File: src/sv/pts_pkg.sv
// ----------------------------------------------------------------------------
// pts_pkg
// Shared types and constants of the polynomial Taylor shift block.
// ----------------------------------------------------------------------------
package pts_pkg;

	// Coefficient width, fixed by the payload structs.
	localparam int COEFF_WIDTH = 32;

	// Default coefficient capacity.
	localparam int MAX_LEN_DEFAULT = 64;

	// Configuration port.
	localparam int CFG_ADDR_W = 3;
	localparam int CFG_DATA_W = 32;

	// Register indexes, by word address.
	localparam logic REG_SHIFT_VALUE = 1'b0;

	typedef struct packed {
		logic signed [COEFF_WIDTH-1:0] coeff_in;
		logic                          last_in;
	} item_t;

	typedef struct packed {
		logic signed [COEFF_WIDTH-1:0] coeff_out;
		logic                          last_out;
		logic                          truncated;
	} result_t;

	// Multiply-add request: sum = acc + c * mul.
	typedef struct packed {
		logic                   valid;
		logic [COEFF_WIDTH-1:0] acc;
		logic [COEFF_WIDTH-1:0] mul;
	} mac_req_t;

	typedef struct packed {
		logic                   valid;
		logic [COEFF_WIDTH-1:0] sum;
	} mac_rsp_t;

endpackage

File: src/sv/pts_mac.sv
// ----------------------------------------------------------------------------
// pts_mac
// Two-stage multiply-add modulo 2^COEFF_WIDTH: product registered, then add.
// ----------------------------------------------------------------------------
module pts_mac (
	input  logic                            clk,
	input  logic                            arst_n,
	input  logic [pts_pkg::COEFF_WIDTH-1:0] shift_value,
	input  pts_pkg::mac_req_t               req,
	output pts_pkg::mac_rsp_t               rsp
);

	logic [pts_pkg::COEFF_WIDTH-1:0] prod;
	logic [pts_pkg::COEFF_WIDTH-1:0] prod_s1;
	logic [pts_pkg::COEFF_WIDTH-1:0] acc_s1;
	logic                            valid_s1;

	// Only the low half of the product survives the modulus.
	assign prod = pts_pkg::COEFF_WIDTH'(req.mul * shift_value);

	always_ff @(posedge clk or negedge arst_n) begin
		if (!arst_n) begin
			valid_s1 <= 1'b0;
		end else begin
			valid_s1 <= req.valid;
		end
	end

	always_ff @(posedge clk) begin
		prod_s1 <= prod;
		acc_s1  <= req.acc;
	end

	assign rsp.valid = valid_s1;
	assign rsp.sum   = acc_s1 + prod_s1;

endmodule

File: src/sv/pts_apb.sv
// ----------------------------------------------------------------------------
// pts_apb
// APB-style register file holding the shift constant.
// ----------------------------------------------------------------------------
module pts_apb (
	input  logic                            clk,
	input  logic                            arst_n,
	input  logic                            psel,
	input  logic                            penable,
	input  logic                            pwrite,
	input  logic [pts_pkg::CFG_ADDR_W-1:0]  paddr,
	input  logic [pts_pkg::CFG_DATA_W-1:0]  pwdata,
	output logic [pts_pkg::CFG_DATA_W-1:0]  prdata,
	output logic                            pready,
	output logic [pts_pkg::COEFF_WIDTH-1:0] shift_value
);

	logic signed [pts_pkg::CFG_DATA_W-1:0] shift_value_q;
	logic                                  hit;

	// Word address selects the register; byte lanes are ignored.
	assign hit    = (paddr[2] == pts_pkg::REG_SHIFT_VALUE);
	assign pready = 1'b1;

	always_ff @(posedge clk or negedge arst_n) begin
		if (!arst_n) begin
			shift_value_q <= '0;
		end else if (psel && penable && pwrite && pready && hit) begin
			shift_value_q <= pwdata;
		end
	end

	assign prdata      = hit ? shift_value_q : '0;
	// Sign-extend or reduce to the coefficient width.
	assign shift_value = pts_pkg::COEFF_WIDTH'(shift_value_q);

endmodule

File: src/sv/pts_engine.sv
// ----------------------------------------------------------------------------
// pts_engine
// Coefficient memory with load, Horner pass and emission sequencer.
// ----------------------------------------------------------------------------
module pts_engine #(
	parameter int MAX_LEN = pts_pkg::MAX_LEN_DEFAULT
) (
	input  logic                            clk,
	input  logic                            arst_n,
	input  logic [pts_pkg::COEFF_WIDTH-1:0] shift_value,
	input  logic                            item_valid,
	output logic                            item_ready,
	input  pts_pkg::item_t                  item,
	output logic                            result_valid,
	input  logic                            result_ready,
	output pts_pkg::result_t                result
);

	localparam int AW = (MAX_LEN > 1) ? $clog2(MAX_LEN) : 1;
	localparam int CW = $clog2(MAX_LEN + 1);
	localparam int W  = pts_pkg::COEFF_WIDTH;

	typedef enum logic [1:0] {
		ST_LOAD,
		ST_PASS,
		ST_DRAIN,
		ST_EMIT
	} state_t;

	state_t state_q;

	logic [CW-1:0] count_q;
	logic [CW-1:0] n_q;
	logic [AW-1:0] i_q;
	logic [AW-1:0] rd_q;
	logic [AW-1:0] k_q;
	logic          ovf_q;

	logic [W-1:0]  mem [MAX_LEN];
	logic [W-1:0]  rdata_q;
	logic [W-1:0]  prev_q;
	logic          rvalid_s1;
	logic          rfirst_s1;
	logic          remit_s1;
	logic          elast_s1;
	logic          etrunc_s1;
	logic [AW-1:0] raddr_s1;
	logic [AW-1:0] dst_s2;

	logic          accept;
	logic          has_room;
	logic [CW-1:0] cnt_next;
	logic          pass_end;
	logic          emit_issue;
	logic          emit_end;
	logic          rd_en;
	logic [AW-1:0] rd_addr;
	logic          load_we;

	pts_pkg::mac_req_t mac_req;
	pts_pkg::mac_rsp_t mac_rsp;

	assign item_ready = (state_q == ST_LOAD);
	assign accept     = item_valid && item_ready;
	assign has_room   = (count_q < CW'(MAX_LEN));
	assign cnt_next   = has_room ? (count_q + CW'(1)) : count_q;
	assign load_we    = accept && has_room;

	assign pass_end   = (CW'(rd_q) == (n_q - CW'(1)));
	assign emit_issue = (state_q == ST_EMIT) && !remit_s1 && (!result_valid || result_ready);
	assign emit_end   = (CW'(k_q) == (n_q - CW'(1)));

	assign rd_en   = (state_q == ST_PASS) || emit_issue;
	assign rd_addr = (state_q == ST_PASS) ? rd_q : k_q;

	// Sequencer with the result register.
	always_ff @(posedge clk or negedge arst_n) begin
		if (!arst_n) begin
			state_q      <= ST_LOAD;
			count_q      <= '0;
			n_q          <= '0;
			i_q          <= '0;
			rd_q         <= '0;
			k_q          <= '0;
			ovf_q        <= 1'b0;
			result_valid <= 1'b0;
		end else begin
			if (remit_s1) begin
				result_valid <= 1'b1;
			end else if (result_ready) begin
				result_valid <= 1'b0;
			end
			case (state_q)
				ST_LOAD: begin
					if (accept) begin
						count_q <= cnt_next;
						if (!has_room) begin
							ovf_q <= 1'b1;
						end
						if (item.last_in) begin
							n_q <= cnt_next;
							k_q <= '0;
							if (cnt_next >= CW'(2)) begin
								i_q     <= AW'(cnt_next - CW'(2));
								rd_q    <= AW'(cnt_next - CW'(2));
								state_q <= ST_PASS;
							end else begin
								state_q <= ST_EMIT;
							end
						end
					end
				end
				ST_PASS: begin
					if (pass_end) begin
						state_q <= ST_DRAIN;
					end else begin
						rd_q <= rd_q + AW'(1);
					end
				end
				ST_DRAIN: begin
					// Hold until every write of this pass has landed.
					if (!rvalid_s1 && !mac_rsp.valid) begin
						if (i_q == '0) begin
							state_q <= ST_EMIT;
						end else begin
							i_q     <= i_q - AW'(1);
							rd_q    <= i_q - AW'(1);
							state_q <= ST_PASS;
						end
					end
				end
				ST_EMIT: begin
					if (emit_issue) begin
						if (emit_end) begin
							count_q <= '0;
							ovf_q   <= 1'b0;
							state_q <= ST_LOAD;
						end else begin
							k_q <= k_q + AW'(1);
						end
					end
				end
				default: begin
					state_q <= ST_LOAD;
				end
			endcase
		end
	end

	// Read pipeline flags.
	always_ff @(posedge clk or negedge arst_n) begin
		if (!arst_n) begin
			rvalid_s1 <= 1'b0;
			remit_s1  <= 1'b0;
		end else begin
			rvalid_s1 <= rd_en;
			remit_s1  <= emit_issue;
		end
	end

	always_ff @(posedge clk) begin
		raddr_s1  <= rd_addr;
		rfirst_s1 <= (rd_q == i_q);
		elast_s1  <= emit_end;
		etrunc_s1 <= ovf_q;
		dst_s2    <= raddr_s1 - AW'(1);
		if (rvalid_s1 && !remit_s1) begin
			prev_q <= rdata_q;
		end
		if (remit_s1) begin
			result.coeff_out <= rdata_q;
			result.last_out  <= elast_s1;
			result.truncated <= etrunc_s1;
		end
	end

	// Coefficient memory: one write port, one registered read port.
	always_ff @(posedge clk) begin
		if (load_we) begin
			mem[count_q[AW-1:0]] <= item.coeff_in;
		end else if (mac_rsp.valid) begin
			mem[dst_s2] <= mac_rsp.sum;
		end
		if (rd_en) begin
			rdata_q <= mem[rd_addr];
		end
	end

	// a[j] += c * a[j+1], with a[j] held from the previous read.
	assign mac_req.valid = rvalid_s1 && !remit_s1 && !rfirst_s1;
	assign mac_req.acc   = prev_q;
	assign mac_req.mul   = rdata_q;

	pts_mac u_mac (
		.clk         (clk),
		.arst_n      (arst_n),
		.shift_value (shift_value),
		.req         (mac_req),
		.rsp         (mac_rsp)
	);

	a_count_bound: assert property (@(posedge clk) disable iff (!arst_n)
		count_q <= CW'(MAX_LEN))
		else $error("coefficient count beyond capacity");

	a_write_in_range: assert property (@(posedge clk) disable iff (!arst_n)
		mac_rsp.valid |-> (CW'(dst_s2) < (n_q - CW'(1))))
		else $error("multiply-add write beyond the polynomial");

	a_no_raw_overlap: assert property (@(posedge clk) disable iff (!arst_n)
		(state_q == ST_PASS && mac_rsp.valid) |-> (dst_s2 != rd_q))
		else $error("pass read hits an entry still being written");

	a_emit_slot_free: assert property (@(posedge clk) disable iff (!arst_n)
		remit_s1 |-> !result_valid)
		else $error("emission read returned into an occupied result register");

	a_no_load_during_shift: assert property (@(posedge clk) disable iff (!arst_n)
		mac_rsp.valid |-> !load_we)
		else $error("load write collides with a multiply-add write");

endmodule

File: src/sv/polynomial_taylor_shift.sv
// ----------------------------------------------------------------------------
// polynomial_taylor_shift
// Rewrites a streamed integer polynomial f(x) as f(x+c) modulo 2^32.
// ----------------------------------------------------------------------------
//
//  channel   handshake                 payload                      role
//  item      item_valid / item_ready   coeff_in, last_in            coefficients in
//  result    result_valid / ready      coeff_out, last_out, trunc.  shifted coeffs out
//  config    psel/penable/pwrite       paddr, pwdata, prdata        shift_value at 0x0
//
//  Sequence for a polynomial of n stored coefficients: the load, then
//  passes i = n-2..0 of (n-i) reads, each followed by a drain, then
//  the emission of each coefficient. The memory read port, read once per
//  cycle during a pass, and the multiply-add register set the pace.
//  Reset: control state clears at once; the memory needs no clearing pass.
//  Stalls: the last result may wait in its register while the next
//  polynomial loads; a new emission waits for that register to free up.
//
module polynomial_taylor_shift #(
	parameter int MAX_LEN = pts_pkg::MAX_LEN_DEFAULT
) (
	input  logic                           clk,
	input  logic                           arst_n,
	// configuration port
	input  logic                           psel,
	input  logic                           penable,
	input  logic                           pwrite,
	input  logic [pts_pkg::CFG_ADDR_W-1:0] paddr,
	input  logic [pts_pkg::CFG_DATA_W-1:0] pwdata,
	output logic [pts_pkg::CFG_DATA_W-1:0] prdata,
	output logic                           pready,
	// coefficient transactions in
	input  logic                           item_valid,
	output logic                           item_ready,
	input  pts_pkg::item_t                 item,
	// shifted coefficient transactions out
	output logic                           result_valid,
	input  logic                           result_ready,
	output pts_pkg::result_t               result
);

	// Shift constant at coefficient width.
	logic [pts_pkg::COEFF_WIDTH-1:0] shift_value;

	// Register file: hold c between polynomials.
	pts_apb u_apb (
		.clk         (clk),
		.arst_n      (arst_n),
		.psel        (psel),
		.penable     (penable),
		.pwrite      (pwrite),
		.paddr       (paddr),
		.pwdata      (pwdata),
		.prdata      (prdata),
		.pready      (pready),
		.shift_value (shift_value)
	);

	// Engine: store coefficients, run the Horner passes in place, then
	// drain the memory lowest degree first through the result register.
	pts_engine #(
		.MAX_LEN (MAX_LEN)
	) u_engine (
		.clk          (clk),
		.arst_n       (arst_n),
		.shift_value  (shift_value),
		.item_valid   (item_valid),
		.item_ready   (item_ready),
		.item         (item),
		.result_valid (result_valid),
		.result_ready (result_ready),
		.result       (result)
	);

endmodule
File: config.mk
export PLATFORM = sky130hd
export DESIGN_NAME = polynomial_taylor_shift
export DESIGN_NICKNAME = d
export VERILOG_FILES = /design/src/sv/pts_pkg.sv /design/src/sv/pts_mac.sv /design/src/sv/pts_apb.sv /design/src/sv/pts_engine.sv /design/src/sv/polynomial_taylor_shift.sv
export SDC_FILE = /design/constraint.sdc
export NUM_CORES = 2
export LEC_CHECK = 0
export BUFFER_PORTS_ARGS = -buffer_cell sky130_fd_sc_hd__buf_2
export CORE_UTILIZATION = 60
export CTS_CLUSTER_SIZE = 30
export DETAILED_ROUTE_END_ITERATION = 16
export GPL_TIMING_DRIVEN = 0
export PLACE_DENSITY = 0.76
export SLEW_MARGIN = 10
export SYNTH_ARGS = -nofsm -noshare
export SYNTH_HDL_FRONTEND = slang
export SYNTH_SLANG_ARGS = --single-unit
File: constraint.sdc
create_clock -name clk -period 9.58 [get_ports clk]
set_input_delay 0.958 -clock clk [delete_from_list [all_inputs] [get_ports clk]]
set_output_delay 0.958 -clock clk [all_outputs]
set_load 0.02 [all_outputs]
==> flow_summary.json <==
{
  "first_pass_iters": 8,
  "synth_top_area_share_pct": 59.9,
  "dp_hpwl_mm": 250,
  "fp-row-count": 155,
  "min_to": "u_apb.shift_value[1]$_DFFE_PN0P_",
  "cts_inserted_buffers": 220,
  "clock_latency_ns": 0.89,
  "drcViolationCount": 0,
  "mostFrequentLayoutCell": "nand2_1",
  "synthMuxAreaShare_pct": 0.420,
  "start_util_pct": 60.4,
  "slew_viol_final": 2,
  "critPathLaunch": "u_engine.rdata_q[3]$_DFFE_PP_",
  "max_freq_mhz": 114,
  "synth_seq_cells": 2296,
  "via_count": 76700,
  "synthAdderAreaFrac_pct": 9.53,
  "yosysTopAreaCell": "edfxtp_1",
  "seq_area_frac_synth_pct": 63.0,
  "cts_buffer_depth": 3,
  "antenna_found_initial": 15,
  "critPathMaxFanout": 10,
  "wl_per_cell_um": 28.7,
  "violations": "max-capacitance violations, max-slew violations",
  "rrSetupSlack_ns": 0.84,
  "async_reset_ff_share_pct": 3.09,
  "synth_area_leaders": "edfxtp_1 60%, nand2_1 8.2%, fa_1 7.6%",
  "routed_wl_mm": 343,
  "ctsHoldBuffers": 1,
  "nets": 10100,
  "cp.required_ns": 10.32,
  "critPathMaxStageDelay_ns": 0.79,
  "htree_levels": 4,
  "dieArea_mm2": 0.181,
  "initialDrtViolationCount": 11800,
  "yosys_warnings": 0,
  "outcome": "finished, violations left",
  "n_fill_cell": 12200,
  "critPathKind": "reg2reg",
  "grt_pass1_vias": 74000,
  "slowest_stage": "edfxtp_1",
  "fin_crit_sh_pct": 91.3,
  "synth_area_mm2": 0.108,
  "hold_start": "pwdata[1]",
  "min_period_ns": 8.74,
  "hold_slack_ns": 0.323,
  "cts_sinks": 2296,
  "cp_common_cell": "fa_1",
  "synth-main-ff-cell": "edfxtp_1",
  "overflow": 0,
  "synth_compound_area_share_pct": 4.93,
  "synth_area_per_cell_um2": 12.1,
  "drive_gt1_share_pct": 9.78,
  "cts_tree": "yes",
  "postCtsSetupRepairBufs": 0,
  "critPathBufInv": 5,
  "grt_pass1_wl_mm": 491,
  "dieWidth_um": 426,
  "final_cell_mix": "2358 x nand2_1, 2146 x edfxtp_1, 1051 x nand3_1",
  "timing_hold_violations_final": 0,
  "gp_congestion": 1.00,
  "vias_per_cell": 6.41,
  "synthXorXnorAreaFrac_pct": 1.26,
  "cp_cell_sequence": "clkbuf_1 -> clkbuf_1 -> nand2_1 -> fa_1 -> inv_1 -> fa_1 -> fa_1 -> inv_1 -> fa_1 -> inv_1 -> fa_1 -> ha_1 -> fa_1 -> fa_1 -> ha_1 -> nand4_1 -> a2111oi_4 -> a211oi_2 -> nor3_2 -> and2_1 -> o21ai_1 -> a221oi_1",
  "syn-num-nets": 9561,
  "crit_path_end_kind": "flip-flop",
  "slew_headroom_pct": -1.61,
  "max_slew.worst_pin.slew_ns": 1.51,
  "core_area_mm2": 0.178,
  "skew_ns": 0.0785,
  "reg2reg_depth": 22,
  "fp.dieH_um": 426,
  "ant_nets": 0,
  "regToRegEndpoint": "u_engine.u_mac.prod_s1[28]$_DFF_P_",
  "clk_pin_slew_ns": 0.06,
  "rsz0062_at_grt": "false",
  "track_usage_pct": 37.8,
  "post_cts_resized": 0,
  "synth_cells": 8912,
  "cpLargestDelayFamily": "adder cells",
  "critPathArrivalTime_ns": 9.48,
  "area_delta_synth_final_pct": 13.6,
  "cap_violations": 1,
  "synth_edf_count": 2146,
  "synth_cell_types": 80,
  "synth_simple_gate_area_share_pct": 17.2,
  "r2r-start": "u_engine.rdata_q[3]$_DFFE_PP_",
  "io_buffers": 140,
  "crit_path_start_kind": "flip-flop",
  "worstHoldPathType": "in2reg",
  "grt_max_degree": 65,
  "synth_top_family_by_area": "simple AND/OR/NAND/NOR gates",
  "cts-root-buf": "clkbuf_16",
  "io_pins": 144,
  "setup_viol": 0,
  "holdPathStages": 2
}
synth_stat cells, types with 86 or more instances:
master    instances
and3_1          137
buf_2           145
xnor2_1          99
clkbuf_1        390
nand3_1        1051
ha_1            165
nor2_1          109
a21oi_1         110
o21ai_0          86
fa_1            409
edfxtp_1       2146
and2_1          331
inv_1           414
a311oi_1        352
nand2_1        2360
registers in the layout (all words and copies together) (netlist names), 7 cells and up:
name / flops
u_apb.shift_value: 32
u_engine.count_q: 7
u_engine.mem: 2048
u_engine.n_q: 7
u_engine.prev_q: 32
u_engine.rdata_q: 32
u_engine.result: 34
u_engine.u_mac.acc_s1: 32
u_engine.u_mac.prod_s1: 32
worst max path at each step:
stage	endpoint	slack, ns	cells past startpoint
2_1_floorplan	u_engine.mem[0][24]$_DFFE_PP_	2.39	12
3_3_place_gp	u_engine.mem[29][12]$_DFFE_PP_	-5.98	6
3_5_place_dp	u_engine.u_mac.prod_s1[30]$_DFF_P_	0.97	23
4_1_cts	u_engine.u_mac.prod_s1[30]$_DFF_P_	0.97	23
5_1_grt	u_engine.u_mac.prod_s1[30]$_DFF_P_	0.69	23
6_report	u_engine.u_mac.prod_s1[28]$_DFF_P_	0.84	22
stage by stage:
step | util (%) | setup WS (ns) | area [um2] | std cells | TNS, ns
after floorplan | - | 2.39 | 108000 | 8912 | 0
after global placement | 62.4 | -5.98 | 111000 | 11400 | -2555.54
after detailed placement | 64.6 | 0.971 | 115000 | 11500 | 0
after CTS | 68.6 | 0.965 | 122000 | 11900 | 0
after global routing | 68.6 | 0.688 | 122000 | 11900 | 0
final | 68.6 | 0.836 | 122000 | 12000 | 0
routing by layer:
| metal | wire length (um) | up-vias | GRT usage (%) |
|---|---|---|---|
| li1 | - | 32300 | - |
| met1 | 118000 | 37700 | 48.5 |
| met2 | 154000 | 5569 | 56.9 |
| met3 | 41200 | 1131 | 8.38 |
| met4 | 29800 | 4 | 27.9 |
| met5 | 29 | - | 0 |
cell type report:
type | instances | area, um2 | area share (%)
Buffer | 573 | 2410 | 1.97
Clock inverter | 113 | 1160 | 0.953
Inverter | 418 | 1570 | 1.28
Timing Repair Buffer | 283 | 3800 | 3.11
Antenna cell | 12 | 30.0 | 0.0246
Sequential cell | 2296 | 67800 | 55.5
Tap cell | 2355 | 2950 | 2.41
Clock buffer | 283 | 5820 | 4.76
Multi-Input combinational cell | 5625 | 36700 | 30.0
logic make-up (layout without fill, tap and decap cells):
logic type / Yosys count / after routing
muxes: 41 / 41
AOI/OAI and AO/OA: 704 / 704
buffers and inverters: 991 / 1670
and+or+nand+nor: 4151 / 4151
adders and majority gates: 574 / 574
xor gates and xnor gates: 154 / 154
other: 1 / 13
DFF: 2296 / 2296
Power is left out: the tool's default activity adds up to more than one toggle a clock period on the data nets, which glitch-free logic cannot reach.
